### config.mk
export PLATFORM = sky130hd
export DESIGN_NAME = interval_set_merge_split
export DESIGN_NICKNAME = d
export VERILOG_FILES = /design/src/isms_pkg.sv /design/src/isms_dp.sv /design/src/isms_ctrl.sv /design/src/interval_set_merge_split.sv
export SDC_FILE = /design/constraint.sdc
export NUM_CORES = 2
export LEC_CHECK = 0
export BUFFER_PORTS_ARGS = -buffer_cell sky130_fd_sc_hd__clkbuf_2
export CELL_PAD_IN_SITES_DETAIL_PLACEMENT = 0
export CELL_PAD_IN_SITES_GLOBAL_PLACEMENT = 1
export CORE_ASPECT_RATIO = 1.25
export CORE_MARGIN = 2
export CORE_UTILIZATION = 45
export CTS_CLUSTER_DIAMETER = 150
export DETAILED_ROUTE_END_ITERATION = 16
export PLACE_DENSITY = 0.65
export SLEW_MARGIN = 10
export SYNTH_ARGS = -nofsm -noshare
export SYNTH_HDL_FRONTEND = slang
export SYNTH_HIERARCHICAL = 1
export SYNTH_SLANG_ARGS = --single-unit
### constraint.sdc
create_clock -name clk_i -period 7.63 [get_ports clk_i]
set_input_delay 1.1445 -clock clk_i [delete_from_list [all_inputs] [get_ports clk_i]]
set_output_delay 1.1445 -clock clk_i [all_outputs]
set_load 0.05 [all_outputs]
### src/isms_pkg.sv
package isms_pkg;
  localparam int MaxRanges = 64;
  localparam int ValueBits = 16;
  localparam int IdxW = $clog2(MaxRanges);
  localparam int CntW = $clog2(MaxRanges + 1);

  typedef enum logic [1:0] {
    OP_LOOKUP = 2'd0,
    OP_INSERT = 2'd1,
    OP_REMOVE = 2'd2,
    OP_CLEAR  = 2'd3
  } op_e;

  typedef enum logic [1:0] {
    ST_OK   = 2'd0,
    ST_FULL = 2'd1,
    ST_BAD  = 2'd2
  } status_e;

  // datapath commands
  typedef struct packed {
    logic            rd;      // read entry at rd_idx
    logic [IdxW-1:0] rd_idx;
    logic            wr;      // write entry
    logic [IdxW-1:0] wr_idx;
    logic [1:0]      wr_sel;  // 0 read data, 1 given pair
    logic [ValueBits-1:0] wr_s;
    logic [ValueBits-1:0] wr_e;
  } dp_cmd_t;

  typedef struct packed {
    logic [ValueBits-1:0] s;
    logic [ValueBits-1:0] e;
  } dp_sts_t;

  localparam logic [1:0] WrRead = 2'd0;
  localparam logic [1:0] WrPair = 2'd1;
endpackage

### src/isms_dp.sv
module isms_dp (
  input  logic              clk_i,
  input  isms_pkg::dp_cmd_t cmd_i,
  output isms_pkg::dp_sts_t sts_o
);
  import isms_pkg::*;

  logic [ValueBits-1:0] starts_mem [MaxRanges];
  logic [ValueBits-1:0] ends_mem [MaxRanges];
  logic [ValueBits-1:0] s_q, e_q;

  always_ff @(posedge clk_i) begin
    if (cmd_i.rd) begin
      s_q <= starts_mem[cmd_i.rd_idx];
      e_q <= ends_mem[cmd_i.rd_idx];
    end
    if (cmd_i.wr) begin
      if (cmd_i.wr_sel == WrRead) begin
        starts_mem[cmd_i.wr_idx] <= s_q;
        ends_mem[cmd_i.wr_idx]   <= e_q;
      end else begin
        starts_mem[cmd_i.wr_idx] <= cmd_i.wr_s;
        ends_mem[cmd_i.wr_idx]   <= cmd_i.wr_e;
      end
    end
  end

  assign sts_o.s = s_q;
  assign sts_o.e = e_q;
endmodule

### src/isms_ctrl.sv
module isms_ctrl (
  input  logic                           clk_i,
  input  logic                           rst_ni,
  input  logic                           in_valid_i,
  output logic                           in_ready_o,
  input  logic [1:0]                     op_i,
  input  logic [isms_pkg::ValueBits-1:0] range_start_i,
  input  logic [isms_pkg::ValueBits-1:0] range_end_i,
  output logic                           out_valid_o,
  input  logic                           out_ready_i,
  output logic                           found_o,
  output logic [5:0]                     hit_index_o,
  output logic [1:0]                     status_o,
  output logic [6:0]                     range_count_o,
  output isms_pkg::dp_cmd_t              cmd_o,
  input  isms_pkg::dp_sts_t              sts_i
);
  import isms_pkg::*;

  typedef enum logic [8:0] {
    S_IDLE  = 9'b000000001,
    S_SCAN  = 9'b000000010,  // read issued for i_q
    S_EVAL  = 9'b000000100,  // data of i_q available
    S_MSCAN = 9'b000001000,  // merge scan forward
    S_MEVAL = 9'b000010000,
    S_SHUP  = 9'b000100000,  // open slot, walking down
    S_SHUPW = 9'b001000000,
    S_SHDN  = 9'b010000000,  // close gap, walking up
    S_DONE  = 9'b100000000
  } state_e;

  localparam logic [CntW:0] MaxC = (CntW+1)'(MaxRanges);

  state_e state_q, state_d;
  logic [1:0]           op_q;
  logic [ValueBits-1:0] s_q, e_q;
  logic [CntW-1:0]      cnt_q, cnt_d;
  logic [CntW-1:0]      i_q, i_d;     // found position
  logic [CntW-1:0]      j_q, j_d;     // scan/shift index
  logic [CntW-1:0]      k_q, k_d;     // drop start
  logic [ValueBits-1:0] hi_q, hi_d;
  logic [ValueBits-1:0] ps_q, ps_d, pe_q, pe_d; // pair to place after open
  logic [ValueBits-1:0] rs_q, rs_d, re_q, re_d; // second pair for split
  logic                 split_q, split_d;
  logic                 found_q, found_d;
  logic [1:0]           st_q, st_d;
  dp_cmd_t              cmd;

  logic [ValueBits:0] s_ext, e_ext, rs_ext, re_ext;
  assign s_ext  = {1'b0, s_q};
  assign e_ext  = {1'b0, e_q};
  assign rs_ext = {1'b0, sts_i.s};
  assign re_ext = {1'b0, sts_i.e};

  assign in_ready_o  = state_q == S_IDLE;
  assign out_valid_o = state_q == S_DONE;
  assign found_o     = found_q;
  assign hit_index_o = 6'(i_q);
  assign status_o    = st_q;
  assign range_count_o = 7'(cnt_q);
  assign cmd_o = cmd;

  always_comb begin
    state_d = state_q; cnt_d = cnt_q; i_d = i_q; j_d = j_q; k_d = k_q;
    hi_d = hi_q; ps_d = ps_q; pe_d = pe_q; rs_d = rs_q; re_d = re_q;
    split_d = split_q; found_d = found_q; st_d = st_q;
    cmd = '0;
    case (state_q)
      S_IDLE: if (in_valid_i) begin
        found_d = 1'b0; st_d = ST_OK; i_d = '0; j_d = '0;
        if (op_i == OP_CLEAR) begin
          cnt_d = '0; state_d = S_DONE;
        end else if (op_i != OP_LOOKUP && range_start_i > range_end_i) begin
          st_d = ST_BAD; state_d = S_DONE;
        end else state_d = S_SCAN;
      end
      S_SCAN: begin
        if (i_q == cnt_q) begin
          // nothing at or past the point
          if (op_q == OP_INSERT) begin
            if ({1'b0, cnt_q} >= MaxC) st_d = ST_FULL;
            else begin
              ps_d = s_q; pe_d = e_q; split_d = 1'b0;
              j_d = cnt_q; cnt_d = cnt_q + 1'b1; state_d = S_SHUP;
            end
            if ({1'b0, cnt_q} >= MaxC) begin
              i_d = '0; state_d = S_DONE;
            end
          end else begin
            i_d = '0;
            state_d = S_DONE;
          end
        end else begin
          cmd.rd = 1'b1; cmd.rd_idx = IdxW'(i_q); state_d = S_EVAL;
        end
      end
      S_EVAL: begin
        case (op_q)
          OP_LOOKUP: begin
            if (sts_i.s <= s_q && s_q <= sts_i.e) begin
              found_d = 1'b1; state_d = S_DONE;
            end else begin
              i_d = i_q + 1'b1; state_d = S_SCAN;
            end
          end
          OP_INSERT: begin
            if (re_ext + 1'b1 < s_ext) begin
              i_d = i_q + 1'b1; state_d = S_SCAN;
            end else if (rs_ext > e_ext + 1'b1) begin
              if ({1'b0, cnt_q} >= MaxC) begin
                st_d = ST_FULL; i_d = '0; state_d = S_DONE;
              end else begin
                ps_d = s_q; pe_d = e_q; split_d = 1'b0;
                j_d = cnt_q; cnt_d = cnt_q + 1'b1; state_d = S_SHUP;
              end
            end else begin
              ps_d = (s_q < sts_i.s) ? s_q : sts_i.s;
              hi_d = sts_i.e; j_d = i_q + 1'b1; state_d = S_MSCAN;
            end
          end
          default: begin // remove
            if (sts_i.e < s_q) begin
              i_d = i_q + 1'b1; state_d = S_SCAN;
            end else if (sts_i.s > e_q) begin
              i_d = '0; state_d = S_DONE;
            end else if (sts_i.s < s_q && sts_i.e > e_q) begin
              if ({1'b0, cnt_q} >= MaxC) begin
                st_d = ST_FULL; i_d = '0; state_d = S_DONE;
              end else begin
                ps_d = sts_i.s; pe_d = s_q - 1'b1;
                rs_d = e_q + 1'b1; re_d = sts_i.e; split_d = 1'b1;
                j_d = cnt_q; cnt_d = cnt_q + 1'b1; state_d = S_SHUP;
              end
            end else begin
              if (sts_i.s < s_q) begin
                cmd.wr = 1'b1; cmd.wr_idx = IdxW'(i_q); cmd.wr_sel = WrPair;
                cmd.wr_s = sts_i.s; cmd.wr_e = s_q - 1'b1;
                k_d = i_q + 1'b1; j_d = i_q + 1'b1;
              end else begin
                k_d = i_q; j_d = i_q;
              end
              state_d = S_MSCAN;
            end
          end
        endcase
      end
      S_MSCAN: begin
        if (j_q == cnt_q) begin
          if (op_q == OP_INSERT) begin
            cmd.wr = 1'b1; cmd.wr_idx = IdxW'(i_q); cmd.wr_sel = WrPair;
            cmd.wr_s = ps_q; cmd.wr_e = (e_q > hi_q) ? e_q : hi_q;
            k_d = i_q + 1'b1;
          end
          // drop [k, j): shift from j
          hi_d = ValueBits'(j_q - k_d);
          cnt_d = cnt_q - (j_q - k_d);
          i_d = k_d;          // write pointer
          state_d = S_SHDN;
        end else begin
          cmd.rd = 1'b1; cmd.rd_idx = IdxW'(j_q); state_d = S_MEVAL;
        end
      end
      S_MEVAL: begin
        if (op_q == OP_INSERT) begin
          if (rs_ext <= e_ext + 1'b1) begin
            hi_d = sts_i.e; j_d = j_q + 1'b1; state_d = S_MSCAN;
          end else begin
            cmd.wr = 1'b1; cmd.wr_idx = IdxW'(i_q); cmd.wr_sel = WrPair;
            cmd.wr_s = ps_q; cmd.wr_e = (e_q > hi_q) ? e_q : hi_q;
            k_d = i_q + 1'b1;
            cnt_d = cnt_q - (j_q - k_d);
            i_d = k_d; state_d = S_SHDN;
          end
        end else begin
          if (sts_i.e <= e_q) begin
            j_d = j_q + 1'b1; state_d = S_MSCAN;
          end else begin
            if (sts_i.s <= e_q) begin
              cmd.wr = 1'b1; cmd.wr_idx = IdxW'(j_q); cmd.wr_sel = WrPair;
              cmd.wr_s = e_q + 1'b1; cmd.wr_e = sts_i.e;
            end
            cnt_d = cnt_q - (j_q - k_q);
            i_d = k_q; state_d = S_SHDN;
          end
        end
      end
      S_SHDN: begin
        // i_q write ptr, j_q read ptr; cnt_q already final
        if (i_q == cnt_q) begin
          i_d = '0; state_d = S_DONE;
        end else if (k_q == '1) begin
          cmd.wr = 1'b1; cmd.wr_idx = IdxW'(i_q); cmd.wr_sel = WrRead;
          i_d = i_q + 1'b1; j_d = j_q + 1'b1; k_d = '0;
        end else begin
          cmd.rd = 1'b1; cmd.rd_idx = IdxW'(j_q); k_d = '1;
        end
      end
      S_SHUP: begin
        // j_q is the slot being filled, walking down to i_q
        if (j_q == i_q) begin
          cmd.wr = 1'b1; cmd.wr_idx = IdxW'(i_q); cmd.wr_sel = WrPair;
          cmd.wr_s = ps_q; cmd.wr_e = pe_q;
          if (split_q) begin
            ps_d = rs_q; pe_d = re_q; split_d = 1'b0;
            i_d = i_q + 1'b1; j_d = i_q + 1'b1;
          end else begin
            i_d = '0; state_d = S_DONE;
          end
        end else begin
          cmd.rd = 1'b1; cmd.rd_idx = IdxW'(j_q - 1'b1); state_d = S_SHUPW;
        end
      end
      S_SHUPW: begin
        cmd.wr = 1'b1; cmd.wr_idx = IdxW'(j_q); cmd.wr_sel = WrRead;
        j_d = j_q - 1'b1; state_d = S_SHUP;
      end
      S_DONE: if (out_ready_i) state_d = S_IDLE;
      default: state_d = S_IDLE;
    endcase
    if (state_q == S_DONE && op_q != OP_LOOKUP) i_d = '0;
  end

  always_ff @(posedge clk_i or negedge rst_ni) begin
    if (!rst_ni) begin
      state_q <= S_IDLE;
      cnt_q <= '0;
      found_q <= 1'b0;
      st_q <= ST_OK;
      i_q <= '0;
      k_q <= '0;
    end else begin
      state_q <= state_d;
      cnt_q <= cnt_d;
      found_q <= found_d;
      st_q <= st_d;
      i_q <= i_d;
      // in shift-down, k_q is the read/write phase flag
      if (state_q != S_SHDN && state_d == S_SHDN) k_q <= '0;
      else k_q <= k_d;
    end
  end

  always_ff @(posedge clk_i) begin
    if (state_q == S_IDLE && in_valid_i) begin
      op_q <= op_i; s_q <= range_start_i; e_q <= range_end_i;
    end
    j_q <= j_d; hi_q <= hi_d; ps_q <= ps_d; pe_q <= pe_d;
    rs_q <= rs_d; re_q <= re_d; split_q <= split_d;
  end
endmodule

### src/interval_set_merge_split.sv
// operation: lookup scans entries, reading each in S_SCAN and testing it in S_EVAL; insert/remove scan up
// to count entries, then merge or shift entries, each read and then written, before the result beat
// throughput: one beat in flight; next input accepted the cycle after the result beat
// clear, and insert/remove with reversed ranges, give their result in the cycle after the input beat
// reset: range count cleared to zero, table contents left undefined
module interval_set_merge_split (
  input  logic        clk_i,
  input  logic        rst_ni,
  input  logic        in_valid_i,
  output logic        in_ready_o,
  input  logic [1:0]  op_i,
  input  logic [15:0] range_start_i,
  input  logic [15:0] range_end_i,
  output logic        out_valid_o,
  input  logic        out_ready_i,
  output logic        found_o,
  output logic [5:0]  hit_index_o,
  output logic [1:0]  status_o,
  output logic [6:0]  range_count_o
);
  import isms_pkg::*;

  dp_cmd_t cmd;
  dp_sts_t sts;

  isms_ctrl u_ctrl (
    .clk_i, .rst_ni, .in_valid_i, .in_ready_o, .op_i,
    .range_start_i(range_start_i[ValueBits-1:0]),
    .range_end_i(range_end_i[ValueBits-1:0]),
    .out_valid_o, .out_ready_i, .found_o, .hit_index_o, .status_o, .range_count_o,
    .cmd_o(cmd), .sts_i(sts)
  );

  isms_dp u_dp (.clk_i, .cmd_i(cmd), .sts_o(sts));
endmodule

# [Word-level counts from Yosys, hierarchy flattened]
# Memories as Yosys holds them, arrays and structs flattened. A register that Yosys moved wholly into a read port is not among the register bits.
# Index checks and enable logic that the tools add are counted.
[op_classes] bitwise_logic=6 add_sub_neg=15 shifts=0 muxes=182 div_mod_pow=0 n_eq_ne=62 reduce_logical=30 mul=0 order_cmp=15
[op_table] op="$mux 16" n=33
[op_table] op="$mux 41" n=12
[op_table] op="$mux 7" n=64
[op_table] op="$mux 9" n=18
[op_table] op="$pmux 16 s3" n=3
[op_table] op="$pmux 32 s4" n=1
[op_table] op="$pmux 7 s7" n=2
[op_table] op="$pmux 9 s9" n=1
[op_table] op="$gt 16x16->1" n=4
[op_table] op="$le 16x16->1" n=4
[op_table] op="$pmux 16 s2" n=2
[op_table] op="$pmux 7 s4" n=2
[op_table] op="$pmux 9 s6" n=1
[op_table] op="$lt 16x16->1" n=3
[op_table] op="$pmux 7 s2" n=3
[op_table] op="$sub 7x7->7" n=6
[op_table] op="$pmux 7 s5" n=1
[op_table] op="$add 16x1->17 const B" n=2
[op_table] op="$ne 3x3->1 const B" n=11
[op_table] op="$reduce_and 11->1" n=3
[op_table] op="$reduce_and 14->1" n=2
[op_table] op="$mux 8" n=3
[op_table] op="$mux 2" n=11
[op_table] op="$ne 2x1->1 const B" n=11
[op_table] op="53 further kinds" n=107
[totals] out_inout_bits=18 reg_bits=155 inputBits=38 latchBits=0 memories=2 romBits=0 word_cells=328 ramBits=2048
[mem_list] memory="u_dp.ends_mem" words=64 width=16 read_ports=1 rd_clocked_by_memory_dff=1 write_ports=1 line="isms_dp.sv:9" source="logic [ValueBits-1:0] ends_mem [MaxRanges];"
[mem_list] memory="u_dp.starts_mem" words=64 width=16 read_ports=1 rd_clocked_by_memory_dff=1 write_ports=1 line="isms_dp.sv:8" source="logic [ValueBits-1:0] starts_mem [MaxRanges];"

# [Longest topological paths before layout]
[depth] word_depth=12 mapped_depth=21 ltp_nobuf=18

# [Hierarchy]
# The synthesis kept the hierarchy.
[by_module_without_submodules] module="isms_dp" cells_per_inst=3441 seq_area_each_um2=62459.9 area_per_inst_um2=79112.1 n_inst=1
[by_module_without_submodules] module="isms_ctrl" cells_per_inst=1738 seq_area_each_um2=4490.6 area_per_inst_um2=15408.5 n_inst=1

# [Least setup slack after synthesis]
# Ideal clock, no wire load.
[synth_path] kind="reg2reg" startpoint="reg u_ctrl.e_q[5]" endpoint="mem u_dp.ends_mem[56][0] (enable)" n_path_buf=1 setup_time_ns=0.461 path_stages_with_launch=20 t_required_ns=7.169 arrival_ns=6.517 period_less_slack_ns=6.978 setup_slack_ns=0.652 cell_sequence="edfxtp_1 > inv_1 > nor4_1 > nand2_1 > nor4_1 > xnor2_1 > ha_1 > a21o_1 > a211o_1 > a31o_1 > o41a_1 > nor2_1 > nor3_1 > o21ai_0 > buf_2 > a21oi_1 > a221o_1 > nor2b_1 > nand2_1 > nor3_1"
[synth_lines] item="start, declared" line="isms_ctrl.sv:36" source="logic [ValueBits-1:0] s_q, e_q;"
[synth_lines] item="start signal, assigned" line="isms_ctrl.sv:245" source="op_q <= op_i; s_q <= range_start_i; e_q <= range_end_i;"
[synth_lines] item="end, declared" line="isms_dp.sv:9"

==> PnR_summary.wiki <==
{| class="wikitable"
! Metric !! Value
|-
| First DRT Iteration DRCs || approximately 6000
|-
| Total of flip-flops plus latches after synthesis || 2235
|-
| Routed wire length || around 280000 um
|-
| PD cells || 314.9 nW/um^2
|-
| Layout fillers || between 15000 and 20000
|-
| Worst clock skew || between 40 and 50 ps
|-
| Die X-Extent || 413.9 um
|-
| Critical Path, Cell by Cell || inv_1 -> nor3_1 -> nand2_1 -> nor4_1 -> xnor2_1 -> ha_1 -> a21o_1 -> a211o_1 -> a31o_1 -> o41a_1 -> nor2_1 -> nor3_1 -> o21ai_1 -> a21oi_1 -> a221o_1 -> nor2b_1 -> nand3_1 -> nor2_4 -> buf_4
|-
| Hold Slack || ~460 ps
|-
| CP max stage cell || nor2_4
|-
| Most common library cell in the layout ignoring fill and taps || edfxtp_1
|-
| Number of nets with antenna violations after routing || 0
|-
| Cell count after synthesis || between 5000 and 6000
|-
| Dominant register cell in the synthesized netlist || edfxtp_1
|-
| # rows || around 190
|-
| Core region area || 209400 sq um
|-
| Total Die Area || ~210000 sq um
|-
| Count of pins on the block boundary || 56
|-
| Total routing resource utilization after global routing || between 20% and 30%
|-
| Capture instance of the worst register-to-register path || u_dp/starts_mem[30][6]$_DFFE_PP_
|-
| Insertion delay of the later-clocked pin in the worst-skew pair || between 800 and 900 ps
|-
| Worst setup slack for register-to-register paths || roughly 810 ps
|-
| Kind of launch point of the worst setup path || flip-flop
|-
| Syn Std Cell Area || 94520 sq um
|-
| Number of antenna violations at the first check in global routing || 11
|-
| Post-DP Area || about 100000 sq um
|-
| Count of H-tree levels built during CTS || 4
|-
| Startpoint of the worst-slack reg-to-reg timing path || u_ctrl/e_q[6]$_DFFE_PP_
|-
| Max Slew Vio Count || 0
|-
| Worst reg-to-reg path cell count || 19
|-
| TritonCTS clock tree || done
|-
| Setup WS post-layout || approximately 800 ps
|-
| Starting density of the core || a little under half
|-
| Die Y || ~520 um
|-
| Category of the worst setup path capture point || flip-flop
|-
| Fin cells || about 8400
|-
| Post-synth EDFFs || around 2200
|-
| Setup violations, final || 0
|-
| First-pass DRT Iterations || 6
|-
| Final weighted congestion of routability-driven global placement || 0.9451
|-
| Data required time at the worst endpoint || approximately 8100 ps
|-
| Clock transition time at the flip-flop clock pins of the worst setup and hold paths || approximately 70 ps
|-
| Cts-stage hold buffer count || 0
|-
| Routed wire per std cell || about 33 um
|-
| Layout cell share with drive strength beyond 1 || between 20% and 30%
|-
| Post-cts sizing count || 0
|-
| Via Count || between 50000 and 60000
|-
| Synth Area per Inst || approximately 18 sq um
|-
| Wire length of the first global-routing pass || ~400000 um
|-
| Overflow after GRT || 0
|-
| FFs w/ async S/R, synth || around 1.5%
|-
| Residual DRC || 0
|-
| Post-Synthesis Net Count || about 5400
|-
| Highest net fanout along the worst path || 17
|-
| Fin crit period || between 6000 and 7000 ps
|-
| Relative slew slack || around 21%
|-
| Total clock sinks || 2235
|-
| Run status || finished clean
|-
| Most frequent cells in the layout || edfxtp_1 (2202), mux4_2 (491), buf_4 (271)
|-
| Placed instance count || around 8000
|-
| Class of the worst hold path || primary input to async pin
|-
| Crit path top cell by count || nor3_1
|-
| Proportion of synthesized chip area in sequential cells || a little over two thirds
|-
| Number of buffers added on ports || 55
|-
| RSZ-0062 raised after global routing || no
|-
| Final non-filler cell area || 107200 sq um
|-
| Total Power Consumption || 33.76 mW
|-
| Total negative slack for setup checks || 0 ps
|-
| Area Growth Syn to Fin || 13.43%
|-
| Largest net degree at the start of global routing || 103
|-
| Ys Warns || 6
|-
| Yosys cell types || 95
|-
| Post-layout util || a little over 50%
|-
| Longest individual stage delay on the worst path || between 600 and 700 ps
|-
| Post-CTS setup-driven buffer insertion count || 0
|-
| Buffer depth of the longest clock path || 4
|-
| Category of the most critical setup path || flip-flop to flip-flop
|-
| Average vias per placed instance || 6.183
|-
| TritonCTS Buffers || 220
|-
| Arrival time of the worst setup path || ~7300 ps
|-
| Pre-CTS worst setup slack || around 860 ps
|-
| Total count of hold-check failures in the final report || 0
|-
| Slew of the pin with the lowest slew margin || roughly 1200 ps
|-
| Peak VDD IR || 176.3 uV
|-
| HPWL after detailed placement || 180600 um
|-
| Period utilisation layout || 89.42%
|-
| Number of nets in the final layout || 5718
|-
| Achievable clock frequency || 146.6 MHz
|-
| Max-cap check violation count || 0
|-
| Via count of the first global-routing pass || between 50000 and 60000
|-
| Static Leakage || 34.31 nW
|-
| Cell chosen for the clock root || clkbuf_16
|}
## report_power, final
part / switching [mW] / total, mW / internal (mW)
clock network: 4.56 / 10.4 / 5.84
logic: 5.47 / 9.04 / 3.57
registers: 0.308 / 14.3 / 14.0
## worst max-delay path by stage
stage / slack [ps] / endpoint / startpoint / cells after the start
CTS: 800 / u_dp/starts_mem[30][6]$_DFFE_PP_ / u_ctrl/e_q[6]$_DFFE_PP_ / 19
finish: 810 / u_dp/starts_mem[30][6]$_DFFE_PP_ / u_ctrl/e_q[6]$_DFFE_PP_ / 19
global placement: 870 / u_dp/starts_mem[30][14]$_DFFE_PP_ / u_ctrl/e_q[6]$_DFFE_PP_ / 19
detailed placement: 860 / u_dp/starts_mem[30][14]$_DFFE_PP_ / u_ctrl/e_q[6]$_DFFE_PP_ / 19
floorplan: 650 / u_dp/ends_mem[56][0]$_DFFE_PP_ / u_ctrl/e_q[5]$_DFFE_PP_ / 19
global route: 490 / u_dp/starts_mem[30][6]$_DFFE_PP_ / u_ctrl/e_q[6]$_DFFE_PP_ / 19
## critical path, delay by kind of cell (launching register included)
| kind | cells | cell delay [ps] |
|---|---|---|
| AND/OR/NAND/NOR | 8 | 2920 |
| AO/OA/AOI/OAI | 7 | 2030 |
| buffers and inverters | 2 | 590 |
| flip-flops | 1 | 510 |
| adder cells (fa/ha/maj) | 1 | 210 |
| XOR/XNOR | 1 | 170 |
## synthesized netlist by cell type, types with 37 or more instances
library cell,instances,area [sq um]
edfxtp_1,2202,66120
nand3_1,62,310.3
a21oi_1,123,615.6
ha_1,170,2127
o22ai_1,144,900.9
mux4_2,491,11060
nand2_1,195,732.0
mux2_2,48,540.5
nor4_1,43,269.0
xnor2_1,69,604.3
inv_1,141,529.3
o21ai_0,125,625.6
clkbuf_1,155,581.8
buf_4,48,360.4
nor2b_1,37,231.5
buf_2,50,250.2
nor3_1,51,255.2
nor2_1,223,837.1
mux2i_1,149,1491
a21o_1,52,390.4
## cell type report
| type | instances | area (sq um) | share of cell area (%) |
|---|---|---|---|
| Clock inverter | 113 | 978.4 | 0.9126 |
| Clock buffer | 279 | 5769 | 5.381 |
| Antenna cell | 5 | 12.51 | 0.01167 |
| Inverter | 144 | 545.5 | 0.5088 |
| Multi-Input combinational cell | 2519 | 26290 | 24.52 |
| Sequential cell | 2235 | 66950 | 62.45 |
| Tap cell | 2755 | 3447 | 3.215 |
| Timing Repair Buffer | 371 | 3218 | 3.002 |
## logic make-up after synthesis
| logic type | Yosys count | share of synthesized area, % |
|---|---|---|
| AND/OR/NAND/NOR | 751 | 3.844 |
| flip-flops | 2235 | 70.83 |
| XOR/XNOR | 96 | 0.9187 |
| multiplexers | 689 | 13.87 |
| AO/OA/AOI/OAI | 793 | 5.807 |
| buffers and inverters | 425 | 2.069 |
| adder cells (fa/ha/maj) | 189 | 2.653 |
| other | 1 | 0.003967 |
## sequential cells by signal, summed over array words and instances (netlist names)
name                  cells
u_ctrl/pe_q              16
u_ctrl/re_q              16
u_ctrl/j_q                7
u_ctrl/found_o            1
u_ctrl/k_q                7
u_ctrl/state_q            9
u_ctrl/range_count_o      7
u_ctrl/rs_q              16
u_ctrl/op_q               2
u_ctrl/e_q               16
u_dp/ends_mem          1024
u_ctrl/hi_q              16
u_ctrl/i_q                7
u_dp/e_q                 16
u_dp/starts_mem        1024
u_ctrl/status_o           2
u_dp/s_q                 16
u_ctrl/split_q            1
u_ctrl/s_q               16
u_ctrl/ps_q              16
## layer usage
layer / up-vias / share of wire (%) / global-route usage (%)
met5: - / 0.014 / 0
met4: 6 / 5.1 / 11.32
met3: 503 / 6.6 / 3.299
met2: 2157 / 50 / 43.75
met1: 27560 / 39 / 33.90
li1: 21840 / - / -
No activity file was read; power rests on OpenSTA's default activity.
